===== src/rtl/pcd_pkg.sv =====
// Shared types and constants for the prefix code table decoder.
package pcd_pkg;

	localparam int SYM_W  = 8;
	localparam int CODE_W = 32;
	localparam int LEN_W  = 6;
	localparam int IDX_W  = 6;
	localparam int STAT_W = 2;

	localparam logic CMD_LOAD   = 1'b0;
	localparam logic CMD_DECODE = 1'b1;

	localparam logic [STAT_W-1:0] STAT_SYMBOL   = 2'd0;
	localparam logic [STAT_W-1:0] STAT_TOO_LONG = 2'd1;
	localparam logic [STAT_W-1:0] STAT_LEFTOVER = 2'd2;

	typedef struct packed {
		logic [SYM_W-1:0]  sym;
		logic [CODE_W-1:0] code;
		logic [LEN_W-1:0]  len;
	} entry_t;

	typedef struct packed {
		logic load;
		logic start;
		logic step;
		logic resolve;
		logic push;
	} ctl_t;

	typedef struct packed {
		logic search_end;
		logic produce;
	} sts_t;

endpackage


===== src/rtl/pcd_if.sv =====
// Request and result channel interfaces for the prefix code table decoder.
interface pcd_req_if;
	logic                         valid;
	logic                         ready;
	logic                         command;
	logic [pcd_pkg::IDX_W-1:0]    entry_index;
	logic [pcd_pkg::SYM_W-1:0]    entry_symbol;
	logic [pcd_pkg::CODE_W-1:0]   entry_code;
	logic [pcd_pkg::LEN_W-1:0]    entry_length;
	logic                         coded_bit;
	logic                         stream_end;

	modport source (output valid, command, entry_index, entry_symbol, entry_code,
		entry_length, coded_bit, stream_end, input ready);
	modport sink (input valid, command, entry_index, entry_symbol, entry_code,
		entry_length, coded_bit, stream_end, output ready);
endinterface

interface pcd_res_if;
	logic                         valid;
	logic                         ready;
	logic [pcd_pkg::SYM_W-1:0]    symbol;
	logic [pcd_pkg::STAT_W-1:0]   status;

	modport source (output valid, symbol, status, input ready);
	modport sink (input valid, symbol, status, output ready);
endinterface


===== src/rtl/pcd_ctrl.sv =====
// Sequencer for the prefix code table decoder: request handshake, search and result hand-off.
module pcd_ctrl (
	input  logic          clk,
	input  logic          arst_n,
	input  logic          req_valid,
	input  logic          req_decode,
	output logic          req_ready,
	input  logic          res_ready,
	output logic          res_valid,
	input  pcd_pkg::sts_t sts,
	output pcd_pkg::ctl_t ctl
);
	import pcd_pkg::*;

	localparam logic [1:0] ST_IDLE   = 2'd0;
	localparam logic [1:0] ST_SEARCH = 2'd1;
	localparam logic [1:0] ST_DONE   = 2'd2;

	logic [1:0] state_q;
	logic [1:0] state_d;
	logic       res_valid_q;
	logic       accept;
	logic       slot_free;

	assign req_ready = (state_q == ST_IDLE);
	assign accept    = req_valid & req_ready;
	assign slot_free = ~res_valid_q | res_ready;
	assign res_valid = res_valid_q;

	always_comb begin
		state_d     = state_q;
		ctl         = '0;
		case (state_q)
			ST_IDLE: begin
				if (accept) begin
					if (req_decode == CMD_DECODE) begin
						ctl.start = 1'b1;
						state_d   = ST_SEARCH;
					end else begin
						ctl.load = 1'b1;
					end
				end
			end
			ST_SEARCH: begin
				ctl.step = 1'b1;
				if (sts.search_end) begin
					ctl.resolve = 1'b1;
					state_d     = sts.produce ? ST_DONE : ST_IDLE;
				end
			end
			ST_DONE: begin
				if (slot_free) begin
					ctl.push = 1'b1;
					state_d  = ST_IDLE;
				end
			end
			default: begin
				state_d = ST_IDLE;
			end
		endcase
	end

	always_ff @(posedge clk or negedge arst_n) begin
		if (!arst_n) begin
			state_q     <= ST_IDLE;
			res_valid_q <= 1'b0;
		end else begin
			state_q <= state_d;
			if (ctl.push) begin
				res_valid_q <= 1'b1;
			end else if (res_ready) begin
				res_valid_q <= 1'b0;
			end
		end
	end

endmodule


===== src/rtl/pcd_datapath.sv =====
// Code table memory, bit accumulator, entry compare and result registers.
module pcd_datapath #(
	parameter int TABLE_ENTRIES = 64,
	parameter int MAX_CODE_BITS = 32
) (
	input  logic                        clk,
	input  logic                        arst_n,
	input  pcd_pkg::ctl_t               ctl,
	output pcd_pkg::sts_t               sts,
	input  logic [pcd_pkg::IDX_W-1:0]   entry_index,
	input  logic [pcd_pkg::SYM_W-1:0]   entry_symbol,
	input  logic [pcd_pkg::CODE_W-1:0]  entry_code,
	input  logic [pcd_pkg::LEN_W-1:0]   entry_length,
	input  logic                        coded_bit,
	input  logic                        stream_end,
	output logic [pcd_pkg::SYM_W-1:0]   symbol,
	output logic [pcd_pkg::STAT_W-1:0]  status
);
	import pcd_pkg::*;

	localparam int IW  = $clog2(TABLE_ENTRIES);
	localparam int AW  = ((IW > IDX_W) ? IW : IDX_W) + 1;
	localparam int CNW = $clog2(MAX_CODE_BITS + 1);
	localparam int CMW = ((CNW > LEN_W) ? CNW : LEN_W) + 1;
	localparam int PW  = (MAX_CODE_BITS > CODE_W) ? MAX_CODE_BITS : CODE_W;

	entry_t                   mem [TABLE_ENTRIES];
	entry_t                   ent_s1;
	logic [TABLE_ENTRIES-1:0] loaded_q;
	logic [MAX_CODE_BITS-1:0] pend_bits_q;
	logic [CNW-1:0]           pend_cnt_q;
	logic                     end_q;
	logic [IW-1:0]            rd_idx_q;
	logic [IW-1:0]            cmp_idx_s1;
	logic                     cmp_vld_s1;
	logic [SYM_W-1:0]         res_sym_q;
	logic [STAT_W-1:0]        res_stat_q;
	logic [SYM_W-1:0]         out_sym_q;
	logic [STAT_W-1:0]        out_stat_q;

	logic [AW-1:0]            idx_ext;
	logic                     wr_en;
	logic [IW-1:0]            wr_addr;
	logic [MAX_CODE_BITS:0]   shifted;
	logic [PW-1:0]            len_mask;
	logic                     ent_loaded;
	logic                     len_eq;
	logic                     bits_eq;
	logic                     hit;
	logic                     last;
	logic                     too_long;

	assign idx_ext = AW'(entry_index);
	assign wr_en   = ctl.load & (idx_ext < AW'(TABLE_ENTRIES));
	assign wr_addr = idx_ext[IW-1:0];
	assign shifted = {pend_bits_q, coded_bit};

	assign len_mask   = ~({PW{1'b1}} << ent_s1.len);
	assign ent_loaded = loaded_q[cmp_idx_s1];
	assign len_eq     = (CMW'(ent_s1.len) == CMW'(pend_cnt_q));
	assign bits_eq    = ((PW'(ent_s1.code) & len_mask) == PW'(pend_bits_q));
	assign hit        = ent_loaded & len_eq & bits_eq;
	assign last       = (cmp_idx_s1 == IW'(TABLE_ENTRIES - 1));
	assign too_long   = (pend_cnt_q == CNW'(MAX_CODE_BITS));

	assign sts.search_end = cmp_vld_s1 & (~ent_loaded | hit | last);
	assign sts.produce    = hit | too_long | end_q;

	assign symbol = out_sym_q;
	assign status = out_stat_q;

	always_ff @(posedge clk) begin
		if (wr_en) begin
			mem[wr_addr] <= '{sym: entry_symbol, code: entry_code, len: entry_length};
		end
		ent_s1 <= mem[rd_idx_q];
	end

	always_ff @(posedge clk or negedge arst_n) begin
		if (!arst_n) begin
			loaded_q    <= '0;
			pend_bits_q <= '0;
			pend_cnt_q  <= '0;
			cmp_vld_s1  <= 1'b0;
			rd_idx_q    <= '0;
		end else begin
			if (wr_en) begin
				loaded_q[wr_addr] <= 1'b1;
			end
			if (ctl.start) begin
				pend_bits_q <= shifted[MAX_CODE_BITS-1:0];
				if (pend_cnt_q != CNW'(MAX_CODE_BITS)) begin
					pend_cnt_q <= pend_cnt_q + CNW'(1);
				end
				rd_idx_q   <= '0;
				cmp_vld_s1 <= 1'b0;
			end else if (ctl.step) begin
				rd_idx_q   <= rd_idx_q + IW'(1);
				cmp_vld_s1 <= ~sts.search_end;
			end
			if (ctl.resolve && sts.produce) begin
				pend_bits_q <= '0;
				pend_cnt_q  <= '0;
			end
		end
	end

	always_ff @(posedge clk) begin
		if (ctl.start) begin
			end_q <= stream_end;
		end
		if (ctl.step) begin
			cmp_idx_s1 <= rd_idx_q;
		end
		if (ctl.resolve) begin
			res_sym_q <= hit ? ent_s1.sym : '0;
			if (hit) begin
				res_stat_q <= STAT_SYMBOL;
			end else if (too_long) begin
				res_stat_q <= STAT_TOO_LONG;
			end else begin
				res_stat_q <= STAT_LEFTOVER;
			end
		end
		if (ctl.push) begin
			out_sym_q  <= res_sym_q;
			out_stat_q <= res_stat_q;
		end
	end

endmodule


===== src/rtl/prefix_code_table_decoder.sv =====
// Top level of the prefix code table decoder with a loadable code table.
//
//   port    dir   carries
//   req     sink  load entry (index, symbol, code, length) or one decode bit + end mark
//   result  src   decoded symbol and status (symbol, too long, leftover bits)
//
// A load request is written into the table as it is accepted. A decode request is
// accepted, the first entry is fetched and then one table entry after another is
// inspected, stopping at the first unloaded slot, a match or the last slot; a result,
// if one is produced, goes to the output register once that register is free. The pace
// is set by the single read port of the table memory. Reset clears loaded flags and the
// bit accumulator; table contents are undefined until loaded. A stalled result holds
// in the output register while the next request is taken.
module prefix_code_table_decoder #(
	parameter int TABLE_ENTRIES = 64,
	parameter int MAX_CODE_BITS = 32
) (
	input  logic      clk,
	input  logic      arst_n,
	pcd_req_if.sink   req,
	pcd_res_if.source result
);
	import pcd_pkg::*;

	ctl_t ctl;
	sts_t sts;

	pcd_ctrl u_ctrl (
		.clk        (clk),
		.arst_n     (arst_n),
		.req_valid  (req.valid),
		.req_decode (req.command),
		.req_ready  (req.ready),
		.res_ready  (result.ready),
		.res_valid  (result.valid),
		.sts        (sts),
		.ctl        (ctl)
	);

	pcd_datapath #(
		.TABLE_ENTRIES (TABLE_ENTRIES),
		.MAX_CODE_BITS (MAX_CODE_BITS)
	) u_dp (
		.clk          (clk),
		.arst_n       (arst_n),
		.ctl          (ctl),
		.sts          (sts),
		.entry_index  (req.entry_index),
		.entry_symbol (req.entry_symbol),
		.entry_code   (req.entry_code),
		.entry_length (req.entry_length),
		.coded_bit    (req.coded_bit),
		.stream_end   (req.stream_end),
		.symbol       (result.symbol),
		.status       (result.status)
	);

endmodule


===== src/flat_wrapper.sv =====
// flat-port wrapper written by rule: the top's interface ports become plain ports
module prefix_code_table_decoder_flat import pcd_pkg::*;
#(
	parameter int TABLE_ENTRIES = 64,
	parameter int MAX_CODE_BITS = 32
)
  (clk, arst_n, req_valid, req_command, req_entry_index, req_entry_symbol, req_entry_code, req_entry_length, req_coded_bit, req_stream_end, req_ready, result_valid, result_symbol, result_status, result_ready);
  pcd_req_if req_i ();
  pcd_res_if result_i ();
  input  logic clk;
  input  logic arst_n;
  input wire logic [$bits(req_i.valid)-1:0] req_valid;
  input wire logic [$bits(req_i.command)-1:0] req_command;
  input wire logic [$bits(req_i.entry_index)-1:0] req_entry_index;
  input wire logic [$bits(req_i.entry_symbol)-1:0] req_entry_symbol;
  input wire logic [$bits(req_i.entry_code)-1:0] req_entry_code;
  input wire logic [$bits(req_i.entry_length)-1:0] req_entry_length;
  input wire logic [$bits(req_i.coded_bit)-1:0] req_coded_bit;
  input wire logic [$bits(req_i.stream_end)-1:0] req_stream_end;
  output wire logic [$bits(req_i.ready)-1:0] req_ready;
  output wire logic [$bits(result_i.valid)-1:0] result_valid;
  output wire logic [$bits(result_i.symbol)-1:0] result_symbol;
  output wire logic [$bits(result_i.status)-1:0] result_status;
  input wire logic [$bits(result_i.ready)-1:0] result_ready;
  assign req_i.valid = req_valid;
  assign req_i.command = req_command;
  assign req_i.entry_index = req_entry_index;
  assign req_i.entry_symbol = req_entry_symbol;
  assign req_i.entry_code = req_entry_code;
  assign req_i.entry_length = req_entry_length;
  assign req_i.coded_bit = req_coded_bit;
  assign req_i.stream_end = req_stream_end;
  assign req_ready = req_i.ready;
  assign result_valid = result_i.valid;
  assign result_symbol = result_i.symbol;
  assign result_status = result_i.status;
  assign result_i.ready = result_ready;
  prefix_code_table_decoder #(.TABLE_ENTRIES(TABLE_ENTRIES), .MAX_CODE_BITS(MAX_CODE_BITS)) u_core (.clk(clk), .arst_n(arst_n), .req(req_i), .result(result_i));
endmodule

===== config.mk =====
export PLATFORM = sky130hd
export DESIGN_NAME = prefix_code_table_decoder_flat
export DESIGN_NICKNAME = d
export VERILOG_FILES = /design/src/rtl/pcd_pkg.sv /design/src/rtl/pcd_if.sv /design/src/rtl/pcd_ctrl.sv /design/src/rtl/pcd_datapath.sv /design/src/rtl/prefix_code_table_decoder.sv /design/src/flat_wrapper.sv
export SDC_FILE = /design/constraint.sdc
export NUM_CORES = 2
export LEC_CHECK = 0
export ABC_AREA = 1
export BUFFER_PORTS_ARGS = -buffer_cell sky130_fd_sc_hd__buf_2
export CAP_MARGIN = 20
export CORE_MARGIN = 3
export CORE_UTILIZATION = 60
export DETAILED_ROUTE_END_ITERATION = 16
export HOLD_SLACK_MARGIN = 0.06
export PLACE_DENSITY = 0.76
export REMOVE_ABC_BUFFERS = 1
export SLEW_MARGIN = 40
export SYNTH_ARGS = -nofsm -noshare
export SYNTH_HDL_FRONTEND = slang
export SYNTH_SLANG_ARGS = --single-unit

===== constraint.sdc =====
create_clock -name clk -period 4.8 [get_ports clk]
set_input_delay 0.24 -clock clk [delete_from_list [all_inputs] [get_ports clk]]
set_output_delay 0.24 -clock clk [all_outputs]
set_load 0.02 [all_outputs]

# ---- After elaboration in Yosys (flattened, before gate mapping)
# Memory sizes are Yosys's and may differ from the RTL's. A register that Yosys moved wholly into a read port is not among the register bits.
# Index checks and enable logic that the tools add are counted.
dict set report totals {
  ff_bits 139
  mem_bits_rw 2944
  output_inout_bits 12
  elab_cells 89
  memories 1
}
# name depth width read_ports rd_clocked_by_memory_dff wr line_no
set memory_table {}
lappend memory_table {u_core.u_dp.mem 64 46 1 1 1 pcd_datapath.sv:27} ;# entry_t mem [TABLE_ENTRIES];
dict set report op_classes {
  n_addsub 2
  order_cmp 4
  n_eq_ne 11
  shifts 1
  n_mux 32
  bitwise 16
  reduce_logical 9
}
# cell n
set ops {}
lappend ops {{32-bit two-way mux} 2}
lappend ops {{64-bit bitwise OR} 1}
lappend ops {{32-bit AND} 1}
lappend ops {{32-bit == test} 1}
lappend ops {{32-bit NOT} 1}
lappend ops {{32-bit by 6-bit left shift with 32-bit output (first input constant)} 1}
lappend ops {{6-bit two-way mux} 5}
lappend ops {{6-bit by 7-bit < comparator with 1-bit output (second input constant)} 3}
lappend ops {{2-bit two-way mux} 9}
lappend ops {{1-bit two-way mux} 13}
lappend ops {{6-bit by 1-bit adder with 6-bit output (second input constant)} 2}
lappend ops {{6-bit == test (second input constant)} 2}
lappend ops {{2-bit nonzero test} 4}
lappend ops {{1-bit binary-select mux with 6-bit select} 1}
lappend ops {{1-bit demux with 6-bit select} 1}
lappend ops {{6-bit == test} 1}
lappend ops {{6-bit by 1-bit greater-or-equal comparator with 1-bit output (second input constant)} 1}
lappend ops {{2-bit inequality test (second input constant)} 3}
lappend ops {{6-bit inequality test (second input constant)} 1}
lappend ops {{2-bit case mux with 3 select lines} 1}
lappend ops {{1-bit AND} 5}
lappend ops {{1-bit bitwise OR} 5}
lappend ops {{4-bit AND reduction} 1}
lappend ops {{1-bit NOT} 3}
lappend ops {{other kinds (6)} 7}

# ---- Logic depth before layout (Yosys ltp)
dict set report depth {
  ltp_word 13
  depth_mapped 19
  ltp_nobuf 16
}

# ---- Modules after synthesis
# Synthesis repeated with hierarchy kept, for this count alone.
dict set report hier_totals {
  hier_cells 9142
  hier_area_um2 121565.3
}
# module n_inst cells_per_inst area_per_inst_um2 seq_area_each_um2
set by_module_without_submodules {}
lappend by_module_without_submodules {pcd_datapath 1 9115 121383.9 92864.1}
lappend by_module_without_submodules {pcd_ctrl 1 27 181.4 75.1}

# ---- Least setup slack after synthesis
# No wires, ideal clock.
dict set report synth_path {
  path_type {register -> register}
  start {register u_core.u_ctrl.state_q[1]}
  end {memory u_core.u_dp.mem[1][0] (netlist bit) (enable)}
  arrival_ns 3.465
  required_time_ns 4.349
  path_slack_ns 0.884
  path_stages_with_launch 7
  path_cell_list {dfrtp_1 -> nor2_1 -> nand2_1 -> nor2_1 -> clkbuf_1 -> nand2_1 -> nor2_1}
}
dict set report synth_between {
  elab_chain_len 7
}
# element line_no
set synth_rtl {}
lappend synth_rtl {{start, declared} pcd_ctrl.sv:19} ;# logic [1:0] state_q;
lappend synth_rtl {{start signal, assigned} pcd_ctrl.sv:68} ;# state_q <= state_d;
lappend synth_rtl {{2-bit logical NOT *} pcd_ctrl.sv:25} ;# assign req_ready = (state_q == ST_IDLE);
lappend synth_rtl {{net req_ready} flat_wrapper.sv:20} ;# output wire logic [$bits(req_i.ready)-1:0] req_ready;
lappend synth_rtl {{1-bit AND} pcd_ctrl.sv:26} ;# assign accept = req_valid & req_ready;
lappend synth_rtl {{2-bit two-way mux} pcd_ctrl.sv:35} ;# if (accept) begin
lappend synth_rtl {{2-bit two-way mux *} pcd_ctrl.sv:33} ;# case (state_q)
lappend synth_rtl {{1-bit AND *} pcd_datapath.sv:54} ;# assign wr_en = ctl.load & (idx_ext < AW'(TABLE_ENTRIES));
lappend synth_rtl {{1-bit two-way mux *} pcd_datapath.sv:73} ;# if (wr_en) begin
lappend synth_rtl {{1-bit two-way mux (implied by the code) *} pcd_datapath.sv:74} ;# mem[wr_addr] <= '{sym: entry_symbol, code: entry_code, len: entry_length};
lappend synth_rtl {{end, declared} pcd_datapath.sv:27}
# Mark *: on every way through the listed nets, which the timed path passes. The rest lies on a longest branch.

# ---- Worst setup path after layout
dict set report layout_path {
  start {register u_core.u_ctrl.state_q[1]}
  end {memory u_core.u_dp.mem[25][11] (netlist bit) (enable)}
}
dict set report layout_between {
  elab_chain_len 7
}
# element line_no
set layout_rtl {}
lappend layout_rtl {{2-bit logical NOT *} {pcd_ctrl.sv:25, pcd_ctrl.sv:33}}
lappend layout_rtl {{1-bit AND} pcd_ctrl.sv:26}
lappend layout_rtl {{2-bit two-way mux} pcd_ctrl.sv:35}
lappend layout_rtl {{2-bit two-way mux *} pcd_ctrl.sv:33}
lappend layout_rtl {{1-bit AND *} pcd_datapath.sv:54}
lappend layout_rtl {{1-bit two-way mux *} pcd_datapath.sv:73}
lappend layout_rtl {{1-bit two-way mux (implied by the code) *} pcd_datapath.sv:74}
# Mark *: on every way between the ends. The rest lies on a longest branch, timed or not.

==> flow_summary.ini <==
[place]
port_buffers = 70
routabilityCongestion = 0.898
dpl.hpwl_um = 195000
pre_cts_slack_ns = 1.38
place_area_um2 = 127000

[clock_tree]
cts_buffers = 319
clock-sinks = 3129
cts_hold_buf = 65
path_clk_slew_ns = 0.07
cts_buffer_depth = 4
cts_tree = yes
htree_levels = 5
clkLatencyLatePin_ns = 0.96
post_cts_buffers = 0
cts_root_buf = clkbuf_16
cts_resized = 0

[pwr]
power_mw = 75.6
p_leak_nw = 44.6
peakVddDrop_v = 0.000510
p_per_area_nw_per_um2 = 550

[floorplanning]
coreArea_um2 = 200000
pin_count = 71
die_x_um = 456
start_util_pct = 60.6
die-area_um2 = 208000
die_h_um = 456
rows = 164

[routing]
dr.pass1.iters = 7
avgViaCountPerCell = 6.88
drt-initial-drc-count = 15325
num_vias = 83181
drc = 0
wl_per_cell_um = 30.6
drtAntennaViolNets = 0
routed_wl_um = 370000

[critical_path]
cpMaxStageDelayCell = dlygate4sd3_1
required_ns = 5.36
critPathKind = flop to flop
r2r_end = u_core.u_dp.mem[25][11]
worstPathArrival_ns = 4.36
crit_path_frequent_cell = buf_4
r2r_cells = 8
max_stage_delay_ns = 0.63
critPathLaunchType = flop
cpLargestDelayFamily = simple AND/OR/NAND/NOR gates
rrSetupSlack_ns = 1.00
critPathCaptureType = flop
crit_buf_inv = 3
r2r-start = u_core.u_ctrl.state_q[1]
cp_max_fo = 16
path_cells = nor2_1 > nand2_1 > nor2_2 > nand4_1 > dlygate4sd3_1 > buf_4 > nor2_4 > buf_4

[layout]
fin_nets = 9244
layout-drive-gt1-share_pct = 9.93
final_common_cell = edfxtp_1
area_growth_pct = 13.1
fin_area_um2 = 137000
final_cell_mix = edfxtp_1 (2971), nor2_1 (1555), o21ai_0 (1521)
n_fill_cell = 13013

[yosys]
yosysTopAreaCellShare_pct = 73.4
ys_ff_latch = 3129
yosysSeqAreaShare_pct = 76.5
ys_warn_count = 0
yosysTopAreaCell = edfxtp_1
synth_area_leaders = edfxtp_1 (73%), o21ai_0 (6.3%), nor2_1 (5.0%), dfrtp_1 (2.3%), o22ai_1 (2.2%)
ys_types = 36
avgSynthCellArea_um2 = 13.3
synth_cells = 9109
syn_area_um2 = 122000

[sta]
period_share_pct = 79.1
maxSlewViolCount = 0
tightest_slew_ns = 0.962
final-hold-violation-count = 0
rsz0062_at_grt = false
skew_ns = 0.0542
setup_slack_ns = 1.00
hold-worst-slack_ns = 0.137
layout_min_cycle_time_ns = 3.80
fmax_ghz = 0.263
max_slew_margin_pct = 35.9
setup_viol = 0

[hold_path]
worstHoldPathCells = 6
min_from = req_valid
min_path_type = input pin to flop
hold_path_end = u_core.u_dp.pend_bits_q[3]

[grt]
grt_max_degree = 207
globalRouteTotalUtil_pct = 34.8
grt_pass1_vias = 79069
grt_pass1_wl_um = 531000
grt_remaining_overflow = 0
grt_antenna_before_repair = 13

[outcome]
status = finished, final reports clean

[flow_run]
maxCapViolCount = 0
-- worst max path at each step --
| stage | from | to | cells past startpoint |
|---|---|---|---|
| 2_1_floorplan | u_core.u_dp.rd_idx_q[0] | u_core.u_dp.ent_s1[18] | 6 |
| 3_3_place_gp | u_core.u_dp.ent_s1[5] | u_core.u_dp.pend_bits_q[8] | 15 |
| 3_5_place_dp | u_core.u_ctrl.state_q[1] | u_core.u_dp.mem[59][40] | 6 |
| 4_1_cts | u_core.u_ctrl.state_q[1] | u_core.u_dp.mem[25][37] | 8 |
| 5_1_grt | u_core.u_dp.cmp_idx_s1[0] | u_core.u_dp.pend_cnt_q[2] | 15 |
| 6_report | u_core.u_ctrl.state_q[1] | u_core.u_dp.mem[25][11] | 8 |
-- layout make-up --
cell class                 instances  area (um2)  area share, %
sequential                      3129       93000           67.6
multi-input combinational       5223       26200           19.0
clock buffer                     415        8620           6.27
timing repair buffer             402        4540           3.30
tap                             2656        3320           2.42
clock inverter                   143        1380           1.00
inverter                         107         448          0.326
antenna                           11        27.5         0.0200
-- power breakdown --
group / leakage, nW / switching (mW) / internal, mW / total (mW)
registers: 28.5 / 0.980 / 30.5 / 31.5
clock network: 4.89 / 10.1 / 14.0 / 24.2
logic: 11.2 / 14.1 / 5.84 / 19.9
-- synth_stat cells, drive strengths merged --
| cell | instances |
|---|---|
| dfrtp | 112 |
| a21oi | 101 |
| edfxtp | 2971 |
| xor2 | 6 |
| or2 | 60 |
| o21ai | 1521 |
| nor3 | 12 |
| dfxtp | 46 |
| o22ai | 434 |
| nand4 | 111 |
| inv | 103 |
| clkbuf | 586 |
| o21a | 1 |
| xnor2 | 2 |
| clkinv | 4 |
| o221ai | 302 |
| nand3 | 321 |
| a31oi | 42 |
| o211ai | 66 |
| nor2 | 1639 |
| a21boi | 1 |
| a22o | 21 |
| nor4 | 2 |
| ha | 3 |
| buf | 64 |
| nand2 | 577 |
| nand3b | 1 |
-- worst min-delay path, delay by kind of cell --
kind            cells  cell delay [ns]
simple gates        3             0.31
compound gates      1             0.15
buf+inv             2             0.31
-- stage by stage --
stage	utilization (%)	TNS (ns)	std cells
finish	68.6	0	12086
global route	68.6	0	12079
global placement	63.0	0	11432
floorplan	-	-2885.36	8459
detailed placement	63.2	0	11449
CTS	68.5	0	12072
-- state kept, by name, indices dropped and copies added (netlist names) --
name	flops
u_core.u_ctrl.res_valid	1
u_core.u_ctrl.state_q	2
u_core.u_dp.cmp_idx_s1	6
u_core.u_dp.cmp_vld_s1	1
u_core.u_dp.end_q	1
u_core.u_dp.ent_s1	46
u_core.u_dp.loaded_q	64
u_core.u_dp.mem	2944
u_core.u_dp.pend_bits_q	32
u_core.u_dp.pend_cnt_q	6
u_core.u_dp.rd_idx_q	6
u_core.u_dp.res_stat_q	2
u_core.u_dp.res_sym_q	8
u_core.u_dp.status	2
u_core.u_dp.symbol	8
-- cells by family after synthesis --
| logic type | share of synthesized area [%] |
|---|---|
| AND/OR/NAND/NOR | 9.16 |
| AO/OA/AOI/OAI | 11.9 |
| XOR/XNOR | 0.0577 |
| adder cells (fa/ha/maj) | 0.0309 |
| buffers and inverters | 2.40 |
| flip-flops | 76.5 |
-- routing by layer --
| metal | track usage [%] | share of wire, % | wire, um | vias up |
|---|---|---|---|---|
| met5 | 0 | 0.013 | 49 | - |
| met4 | 18.8 | 5.9 | 21800 | 6 |
| met3 | 8.38 | 14 | 52000 | 1231 |
| met2 | 52.1 | 45 | 167000 | 6850 |
| met1 | 47.8 | 35 | 129000 | 40738 |
| li1 | - | - | - | 34356 |
Note: power is estimated with default switching activity, not from simulation.
